File: src/design/cnsu_pkg.sv
// ----------------------------------------------------------------------------
// Clockwise neighbour select package
// Payload types, pipeline item types and the cross product sign helper.
// ----------------------------------------------------------------------------
package cnsu_pkg;

    // Field widths of the transfers.
    localparam int COORD_W        = 32;
    localparam int DIFF_W         = COORD_W + 1;
    localparam int PROD_W         = 2 * DIFF_W;
    localparam int WIDE_W         = PROD_W + 1;
    localparam int IDX_W          = 8;
    localparam int MAX_POINTS_DEF = 256;

    // Sign of a cross product.
    typedef enum logic [1:0] {
        SIDE_ZERO = 2'd0,
        SIDE_POS  = 2'd1,
        SIDE_NEG  = 2'd2
    } side_t;

    // One input transfer.
    typedef struct packed {
        logic signed [COORD_W-1:0] ref_x;
        logic signed [COORD_W-1:0] ref_y;
        logic signed [COORD_W-1:0] centre_px;
        logic signed [COORD_W-1:0] centre_py;
        logic signed [COORD_W-1:0] point_x;
        logic signed [COORD_W-1:0] point_y;
        logic                      pick_left;
        logic                      last_point;
    } in_item_t;

    // One result transfer.
    typedef struct packed {
        logic [IDX_W-1:0] chosen_index;
        logic             overflow;
    } out_item_t;

    // Point relative to the centre, with the set control that goes with it.
    typedef struct packed {
        logic signed [DIFF_W-1:0] ndx;
        logic signed [DIFF_W-1:0] ndy;
        logic signed [DIFF_W-1:0] rdx;
        logic signed [DIFF_W-1:0] rdy;
        logic                     first;
        logic                     cmp;
        logic                     last;
        logic                     left;
        logic                     over;
    } stage_item_t;

    // Point with its side of the reference vector, ready for the tournament.
    typedef struct packed {
        logic signed [DIFF_W-1:0] ndx;
        logic signed [DIFF_W-1:0] ndy;
        side_t                    side;
        logic                     first;
        logic                     cmp;
        logic                     last;
        logic                     left;
        logic                     over;
    } pick_item_t;

    // Sign of p - q, computed exactly one bit wider than the products.
    function automatic side_t sign_of_diff(input logic signed [PROD_W-1:0] p,
                                           input logic signed [PROD_W-1:0] q);
        logic signed [WIDE_W-1:0] d;
        side_t                    s;
        d = WIDE_W'(p) - WIDE_W'(q);
        if (d[WIDE_W-1]) begin
            s = SIDE_NEG;
        end else if (d != '0) begin
            s = SIDE_POS;
        end else begin
            s = SIDE_ZERO;
        end
        return s;
    endfunction

endpackage

File: src/design/cnsu_prep.sv
// ----------------------------------------------------------------------------
// Clockwise neighbour select input stage
// Registers the input transfer, tracks the set and forms centre differences.
// ----------------------------------------------------------------------------
module cnsu_prep #(
    parameter int MAX_POINTS = cnsu_pkg::MAX_POINTS_DEF
) (
    input  logic                  aclk,
    input  logic                  aresetn,
    input  logic                  s_valid,
    output logic                  s_ready,
    input  cnsu_pkg::in_item_t    s_item,
    output logic                  o_valid,
    input  logic                  o_ready,
    output cnsu_pkg::stage_item_t o_item
);
    import cnsu_pkg::*;

    localparam int CNT_W = $clog2(MAX_POINTS + 1);

    logic                      in_valid_reg;
    in_item_t                  in_item_reg;
    logic                      out_valid_reg;
    stage_item_t               out_item_reg;
    stage_item_t               out_item_next;
    logic [CNT_W-1:0]          cnt_reg;
    logic [CNT_W-1:0]          cnt_next;
    logic                      over_reg;
    logic                      over_next;
    logic                      left_reg;
    logic signed [COORD_W-1:0] cx_reg;
    logic signed [COORD_W-1:0] cy_reg;
    logic signed [DIFF_W-1:0]  rdx_reg;
    logic signed [DIFF_W-1:0]  rdy_reg;

    logic                      adv;
    logic                      first;
    logic                      beyond;
    logic signed [COORD_W-1:0] cx_sel;
    logic signed [COORD_W-1:0] cy_sel;
    logic signed [DIFF_W-1:0]  rdx_sel;
    logic signed [DIFF_W-1:0]  rdy_sel;
    logic                      left_sel;

    // The held input moves on whenever the next register is free.
    assign adv     = in_valid_reg && (!out_valid_reg || o_ready);
    assign s_ready = !in_valid_reg || adv;
    assign o_valid = out_valid_reg;
    assign o_item  = out_item_reg;

    // Set tracking and differences from the centre.
    always_comb begin
        first    = (cnt_reg == '0);
        beyond   = !first && (cnt_reg == CNT_W'(MAX_POINTS));
        cx_sel   = first ? in_item_reg.centre_px : cx_reg;
        cy_sel   = first ? in_item_reg.centre_py : cy_reg;
        rdx_sel  = first ? (DIFF_W'(in_item_reg.ref_x) - DIFF_W'(in_item_reg.centre_px))
                         : rdx_reg;
        rdy_sel  = first ? (DIFF_W'(in_item_reg.ref_y) - DIFF_W'(in_item_reg.centre_py))
                         : rdy_reg;
        left_sel = first ? in_item_reg.pick_left : left_reg;

        out_item_next.ndx   = DIFF_W'(in_item_reg.point_x) - DIFF_W'(cx_sel);
        out_item_next.ndy   = DIFF_W'(in_item_reg.point_y) - DIFF_W'(cy_sel);
        out_item_next.rdx   = rdx_sel;
        out_item_next.rdy   = rdy_sel;
        out_item_next.first = first;
        out_item_next.cmp   = !first && !beyond;
        out_item_next.last  = in_item_reg.last_point;
        out_item_next.left  = left_sel;
        out_item_next.over  = !first && (over_reg || beyond);

        if (in_item_reg.last_point || first) begin
            over_next = 1'b0;
        end else begin
            over_next = over_reg || beyond;
        end

        if (in_item_reg.last_point) begin
            cnt_next = '0;
        end else if (first) begin
            cnt_next = CNT_W'(1);
        end else if (beyond) begin
            cnt_next = cnt_reg;
        end else begin
            cnt_next = cnt_reg + CNT_W'(1);
        end
    end

    // Control state.
    always_ff @(posedge aclk) begin
        if (!aresetn) begin
            in_valid_reg  <= 1'b0;
            out_valid_reg <= 1'b0;
            cnt_reg       <= '0;
            over_reg      <= 1'b0;
        end else begin
            if (s_ready) begin
                in_valid_reg <= s_valid;
            end
            if (adv) begin
                out_valid_reg <= 1'b1;
                cnt_reg       <= cnt_next;
                over_reg      <= over_next;
            end else if (o_ready) begin
                out_valid_reg <= 1'b0;
            end
        end
    end

    // Payload and the values latched from the first point of a set.
    always_ff @(posedge aclk) begin
        if (s_valid && s_ready) begin
            in_item_reg <= s_item;
        end
        if (adv) begin
            out_item_reg <= out_item_next;
            left_reg     <= left_sel;
            cx_reg       <= cx_sel;
            cy_reg       <= cy_sel;
            rdx_reg      <= rdx_sel;
            rdy_reg      <= rdy_sel;
        end
    end

endmodule

File: config.mk
export PLATFORM = sky130hd
export DESIGN_NAME = cnsu_prep
export DESIGN_NICKNAME = d
export VERILOG_FILES = /design/src/design/cnsu_pkg.sv /design/src/design/cnsu_prep.sv
export SDC_FILE = /design/constraint.sdc
export NUM_CORES = 1
export LEC_CHECK = 0
export ABC_AREA = 0
export BUFFER_PORTS_ARGS = -buffer_cell sky130_fd_sc_hd__buf_2
export CORE_ASPECT_RATIO = 1.1
export CORE_UTILIZATION = 61
export DETAILED_ROUTE_END_ITERATION = 12
export HOLD_SLACK_MARGIN = 0.08
export PLACE_DENSITY = 0.95
export SYNTH_ARGS = -nofsm -noshare
export SYNTH_HDL_FRONTEND = slang
export SYNTH_SLANG_ARGS = --single-unit
export TNS_END_PERCENT = 20
File: constraint.sdc
create_clock -name aclk -period 10.9 [get_ports aclk]
set_input_delay 0.545 -clock aclk [delete_from_list [all_inputs] [get_ports aclk]]
set_output_delay 0.545 -clock aclk [all_outputs]
set_load 0.1 [all_outputs]
==> After elaboration in Yosys (flattened, before gate mapping) <==
Index checks and enable logic that the tools add are counted.
{ "word_totals": {"reg_bits": 407, "input_bits": 198, "out_inout_bits": 139, "wordCells": 55} }
{ "op_classes": {"n_eq_ne": 2, "add_sub_neg": 5, "n_reduce_logical": 17, "mux": 8} }
{ "ops": {"columns": ["op", "count"], "rows": [
  ["$sub A32 B32 Y33", 4],
  ["$mux W32", 2],
  ["$mux W9", 3],
  ["$add A9 B1 Y9 const B", 1],
  ["$eq A9 B9 Y1 const B", 1],
  ["$logic_not A9 Y1", 1],
  ["$logic_and A1 B1 Y1", 5],
  ["$logic_not A1 Y1", 4],
  ["$logic_or A1 B1 Y1", 4],
  ["$reduce_and A2 Y1", 2],
  ["$mux W1", 3],
  ["$ne A3 B3 Y1 const B", 1],
  ["$reduce_bool A2 Y1", 1]
]} }

==> Longest topological paths before layout <==
{ "depth": {"depth_word": 6, "mapped_depth": 22, "mapped_depth_nobuf": 18} }

==> Worst setup path after synthesis <==
OpenSTA, ideal clock, no wires.
{ "synth_timing": {"kind": "register -> register", "startpoint": "reg out_valid_reg, in the netlist o_valid", "endpoint": "reg in_item_reg[0] in the netlist's numbering, enable pin", "setup_time_ns": 0.577, "period_less_slack_ns": 6.715, "path_stages_with_launch": 4, "path_buffers": 0, "t_arrival_ns": 6.138, "t_required_ns": 10.323, "path_slack_ns": 4.185, "path_cell_list": "dfxtp_1 nor2b_1 nand2_1 and2_1"} }
{ "synth_between": {"elab_chain_len": 5} }
{ "synth_rtl": {"columns": ["item", "line_no", "source"], "rows": [
  ["start: declaration", "cnsu_prep.sv:23", "logic out_valid_reg;"],
  ["start signal: assignment", "cnsu_prep.sv:94", "out_valid_reg <= 1'b0;"],
  ["start signal: assignment", "cnsu_prep.sv:102", "out_valid_reg <= 1'b1;"],
  ["start signal: assignment", "cnsu_prep.sv:106", "out_valid_reg <= 1'b0;"],
  ["$logic_not A1 Y1", "cnsu_prep.sv:46", "assign adv = in_valid_reg && (!out_valid_reg || o_ready);"],
  ["$logic_or A1 B1 Y1", "cnsu_prep.sv:46", null],
  ["$logic_and A1 B1 Y1", "cnsu_prep.sv:46", null],
  ["$logic_or A1 B1 Y1", "cnsu_prep.sv:47", "assign s_ready = !in_valid_reg || adv;"],
  ["net s_ready", "cnsu_prep.sv:11", "output logic s_ready,"],
  ["$logic_and A1 B1 Y1", "cnsu_prep.sv:113", "if (s_valid && s_ready) begin"],
  ["end signal: assignment", "cnsu_prep.sv:114", "in_item_reg <= s_item;"],
  ["end: declaration", "cnsu_prep.sv:22", "in_item_t in_item_reg;"]
]} }
The timed path passes the listed nets, and every way through them passes these cells.
A chain may end at the register's enable or synchronous reset.

==> flow_results.xml <==
<?xml version="1.0" encoding="UTF-8"?>
<metrics>
  <group name="worst_setup_path">
    <metric name="critPathMaxFanout" unit="">61</metric>
    <metric name="worstSetupStartpointType" unit="">flop</metric>
    <metric name="worstRegToRegCells" unit="">20</metric>
    <metric name="critical_path_required" unit="ns">11.18</metric>
    <metric name="critical_path.endpoint_type" unit="">flop</metric>
    <metric name="crit_chain" unit="">inv_1 -&gt; ha_1 -&gt; nor4b_2 -&gt; buf_4 -&gt; nand2_4 -&gt; buf_4 -&gt; nor2_1 -&gt; a21oi_1 -&gt; inv_1 -&gt; fa_1 -&gt; nand3b_1 -&gt; a21o_1 -&gt; a32oi_1 -&gt; o2111ai_1 -&gt; o2111a_1 -&gt; nor2_1 -&gt; a211oi_1 -&gt; a21oi_1 -&gt; and3_1 -&gt; o22ai_1</metric>
    <metric name="worst_path_largest_cell_delay" unit="ns">0.64</metric>
    <metric name="cp_data_arrival_time" unit="ns">5.86</metric>
    <metric name="path_class" unit="">reg -&gt; reg</metric>
    <metric name="slowest_cp_cell" unit="">buf_4</metric>
  </group>
  <group name="timing">
    <metric name="slew_headroom" unit="%">30.2</metric>
    <metric name="timing.clock.skew" unit="ns">0.0163</metric>
    <metric name="totalNegativeSetupSlack" unit="ns">0</metric>
    <metric name="tightest_slew" unit="ns">1.05</metric>
    <metric name="finalSetupViolCount" unit="">0</metric>
    <metric name="timing_max_transition_violations_final" unit="">0</metric>
    <metric name="timing.final.crit_period" unit="ns">5.58</metric>
    <metric name="timing.final.hold_violations" unit="">0</metric>
    <metric name="rsz0062_at_grt" unit="">no</metric>
    <metric name="fmax" unit="MHz">179</metric>
    <metric name="timing.final.crit_share" unit="%">51.2</metric>
  </group>
  <group name="logic_synthesis">
    <metric name="synth-seq-cells" unit="">407</metric>
    <metric name="average_cell_area_after_synthesis" unit="um^2">12.0</metric>
    <metric name="synth-main-ff-cell" unit="">edfxtp_1</metric>
    <metric name="syn_inst" unit="">1704</metric>
    <metric name="edff_count_synth" unit="">395</metric>
    <metric name="yosys.cell_types.count" unit="">81</metric>
    <metric name="ys_warn_count" unit="">0</metric>
    <metric name="async_reset_ff_share" unit="%">0</metric>
    <metric name="synthesized_nets" unit="">2024</metric>
    <metric name="synth_sequential_area_ratio" unit="%">59.3</metric>
    <metric name="post_synth_instance_area" unit="um^2">20400</metric>
  </group>
  <group name="floorplan">
    <metric name="placeableCoreArea" unit="um^2">32600</metric>
    <metric name="start_util" unit="%">62.6</metric>
    <metric name="standard_cell_row_count" unit="">69</metric>
    <metric name="i_o_pins" unit="">337</metric>
    <metric name="die_x" unit="um">176</metric>
    <metric name="dieHeight" unit="um">194</metric>
    <metric name="fp.dieArea" unit="um^2">34200</metric>
  </group>
  <group name="placement">
    <metric name="gp_routability_congestion" unit="">0.880</metric>
    <metric name="total_of_buffers_placed_on_input_and_output_ports" unit="">336</metric>
    <metric name="postPlaceCellArea" unit="um^2">22600</metric>
    <metric name="hpwlAfterDp" unit="um">35500</metric>
  </group>
  <group name="status">
    <metric name="outcome" unit="">finished clean</metric>
  </group>
  <group name="clock_network">
    <metric name="clk-insertion-delay-late" unit="ns">0.54</metric>
    <metric name="cts-hold-fix-buffers" unit="">0</metric>
    <metric name="htree_levels" unit="">2</metric>
    <metric name="worst_setup_hold_path_clk_slew" unit="ns">0.06</metric>
    <metric name="clk_path_buf_depth" unit="">3</metric>
    <metric name="clock_tree.root_cell" unit="">clkbuf_16</metric>
    <metric name="cts_resized" unit="">0</metric>
    <metric name="cts_tree" unit="">done</metric>
    <metric name="cts_setup_buffers" unit="">0</metric>
    <metric name="clock_sink_count" unit="">407</metric>
    <metric name="cts-buffers-inserted" unit="">44</metric>
  </group>
  <group name="power_and_ir_drop">
    <metric name="cellLeakagePower" unit="nW">10.1</metric>
    <metric name="clock_power_share" unit="%">31.5</metric>
    <metric name="worst_ir_drop_vdd" unit="mV">0.155</metric>
    <metric name="power" unit="mW">4.37</metric>
    <metric name="p_sw" unit="mW">1.41</metric>
    <metric name="power_per_cell_area" unit="nW/um^2">183</metric>
    <metric name="combinationalPowerShare" unit="%">24.4</metric>
    <metric name="power.share.switching" unit="%">32.3</metric>
    <metric name="power.internal" unit="mW">2.96</metric>
    <metric name="power_frac_seq" unit="%">44.1</metric>
  </group>
  <group name="drt">
    <metric name="detailedRoute.firstPassIterationCount" unit="">6</metric>
    <metric name="drt_iter0_markers" unit="">1219</metric>
    <metric name="route.antenna.remaining_nets" unit="">0</metric>
    <metric name="wire_per_inst" unit="um">19.7</metric>
    <metric name="via_count" unit="">15200</metric>
    <metric name="wl" unit="um">49900</metric>
    <metric name="drc" unit="">0</metric>
    <metric name="average_via_count_per_standard_cell" unit="">5.99</metric>
  </group>
  <group name="global_routing">
    <metric name="grt_start_max_net_pins" unit="">94</metric>
    <metric name="grt_overflow" unit="">0</metric>
    <metric name="grt_pass1_wl" unit="um">77500</metric>
    <metric name="gr-usage-all-layers" unit="%">28.9</metric>
    <metric name="first_global_vias" unit="">15200</metric>
    <metric name="antenna_violations_before_repair" unit="">8</metric>
  </group>
  <group name="layout">
    <metric name="final_core_util" unit="%">73.2</metric>
    <metric name="mostFrequentLayoutCells" unit="">edfxtp_1, buf_2, inv_1</metric>
    <metric name="flip_flop_count_of_the_largest_register_all_copies_and_words_added" unit="">194</metric>
    <metric name="fin_nets" unit="">2383</metric>
    <metric name="postLayoutCellArea" unit="um^2">23900</metric>
    <metric name="drive_gt1_share" unit="%">20.9</metric>
    <metric name="area_delta_synth_final" unit="%">17.0</metric>
    <metric name="layout_commonest_cell" unit="">edfxtp_1</metric>
  </group>
  <group name="hold_path">
    <metric name="timing.hold.worst.class" unit="">in -&gt; reg</metric>
    <metric name="whs_path_cells" unit="">1</metric>
  </group>
  <group name="job">
    <metric name="cap_viol_max_count" unit="">0</metric>
  </group>
</metrics>
-- power by group through the flow --
| stage | clock [mW] | sequential [mW] | combinational, mW |
|---|---|---|---|
| 6_report | 1.37 | 1.93 | 1.07 |
| 3_5_place_dp | 0 | 1.95 | 1.05 |
| 5_1_grt | 1.45 | 1.93 | 1.14 |
| 2_1_floorplan | 0 | 2.29 | 0.485 |
| 4_1_cts | 1.39 | 1.93 | 1.06 |
| 3_3_place_gp | 0 | 1.95 | 1.01 |
-- through the flow --
stage | setup WS, ns | hold slack, ns | std cells
finish | 5.32 | 0.179 | 2530
detailed placement | 5.41 | 0.419 | 2443
global placement | 5.64 | 0.415 | 2443
floorplan | 4.19 | 0.400 | 1704
global route | 4.96 | 0.156 | 2525
CTS | 5.37 | 0.160 | 2521
-- cell families after synthesis --
kind of cell | Yosys count | synth area share, %
xor+xnor | 115 | 4.97
flops | 407 | 59.3
simple gates | 430 | 10.5
buf+inv | 198 | 3.89
fa+ha+maj | 129 | 7.97
compound gates | 423 | 13.3
mux | 2 | 0.0981
-- cells in the mapped netlist, types with 21 or more instances --
master,count,area (um^2)
nor2_1,131,492
ha_1,118,1480
nor3_1,21,105
a21o_1,59,443
edfxtp_1,395,11900
xnor2_1,72,631
nand3_1,43,215
o21ai_0,59,295
a21oi_1,151,756
xor2_1,42,368
inv_1,167,627
nand2_1,82,308
nor2b_1,46,288
-- path summary, 6_finish.rpt --
check	startpoint	to	slack, ns
hold reg to reg	in_item_reg[1]$_DFFE_PP_	left_reg$_DFFE_PP_	0.43
hold / removal	s_item[37]	in_item_reg[37]$_DFFE_PP_	0.18
setup / recovery	cnt_reg[0]$_SDFFE_PN0P_	o_item[136]$_DFFE_PP_	5.32
setup reg to reg	cnt_reg[0]$_SDFFE_PN0P_	o_item[136]$_DFFE_PP_	5.32
-- critical path: cells and delay by family (launching register included) --
family | cells | cell delay, ns
compound gates | 8 | 1.83
simple gates | 6 | 1.35
buf+inv | 4 | 1.06
fa+ha+maj | 2 | 0.65
flops | 1 | 0.40
-- layer usage --
metal	vias to the layer above	part of all wire, %	track usage [%]	wire, um
li1	6976	-	-	-
met1	7172	37	34.9	18500
met2	870	51	51.3	25200
met3	137	8.9	5.22	4420
met4	2	3.5	10.5	1760
met5	-	0.022	0	11
-- area by class of cell --
class                   instances  area [um^2]
diodes                          9         22.5
clock buffers                  54         1160
clock inverters                24          153
fillers                      2063         8740
inverters                     167          632
multi-input cells            1099         7550
flip-flops and latches        407        12100
well taps                     426          533
repair buffers                344         1740
Note: power is estimated with default switching activity, not from simulation.
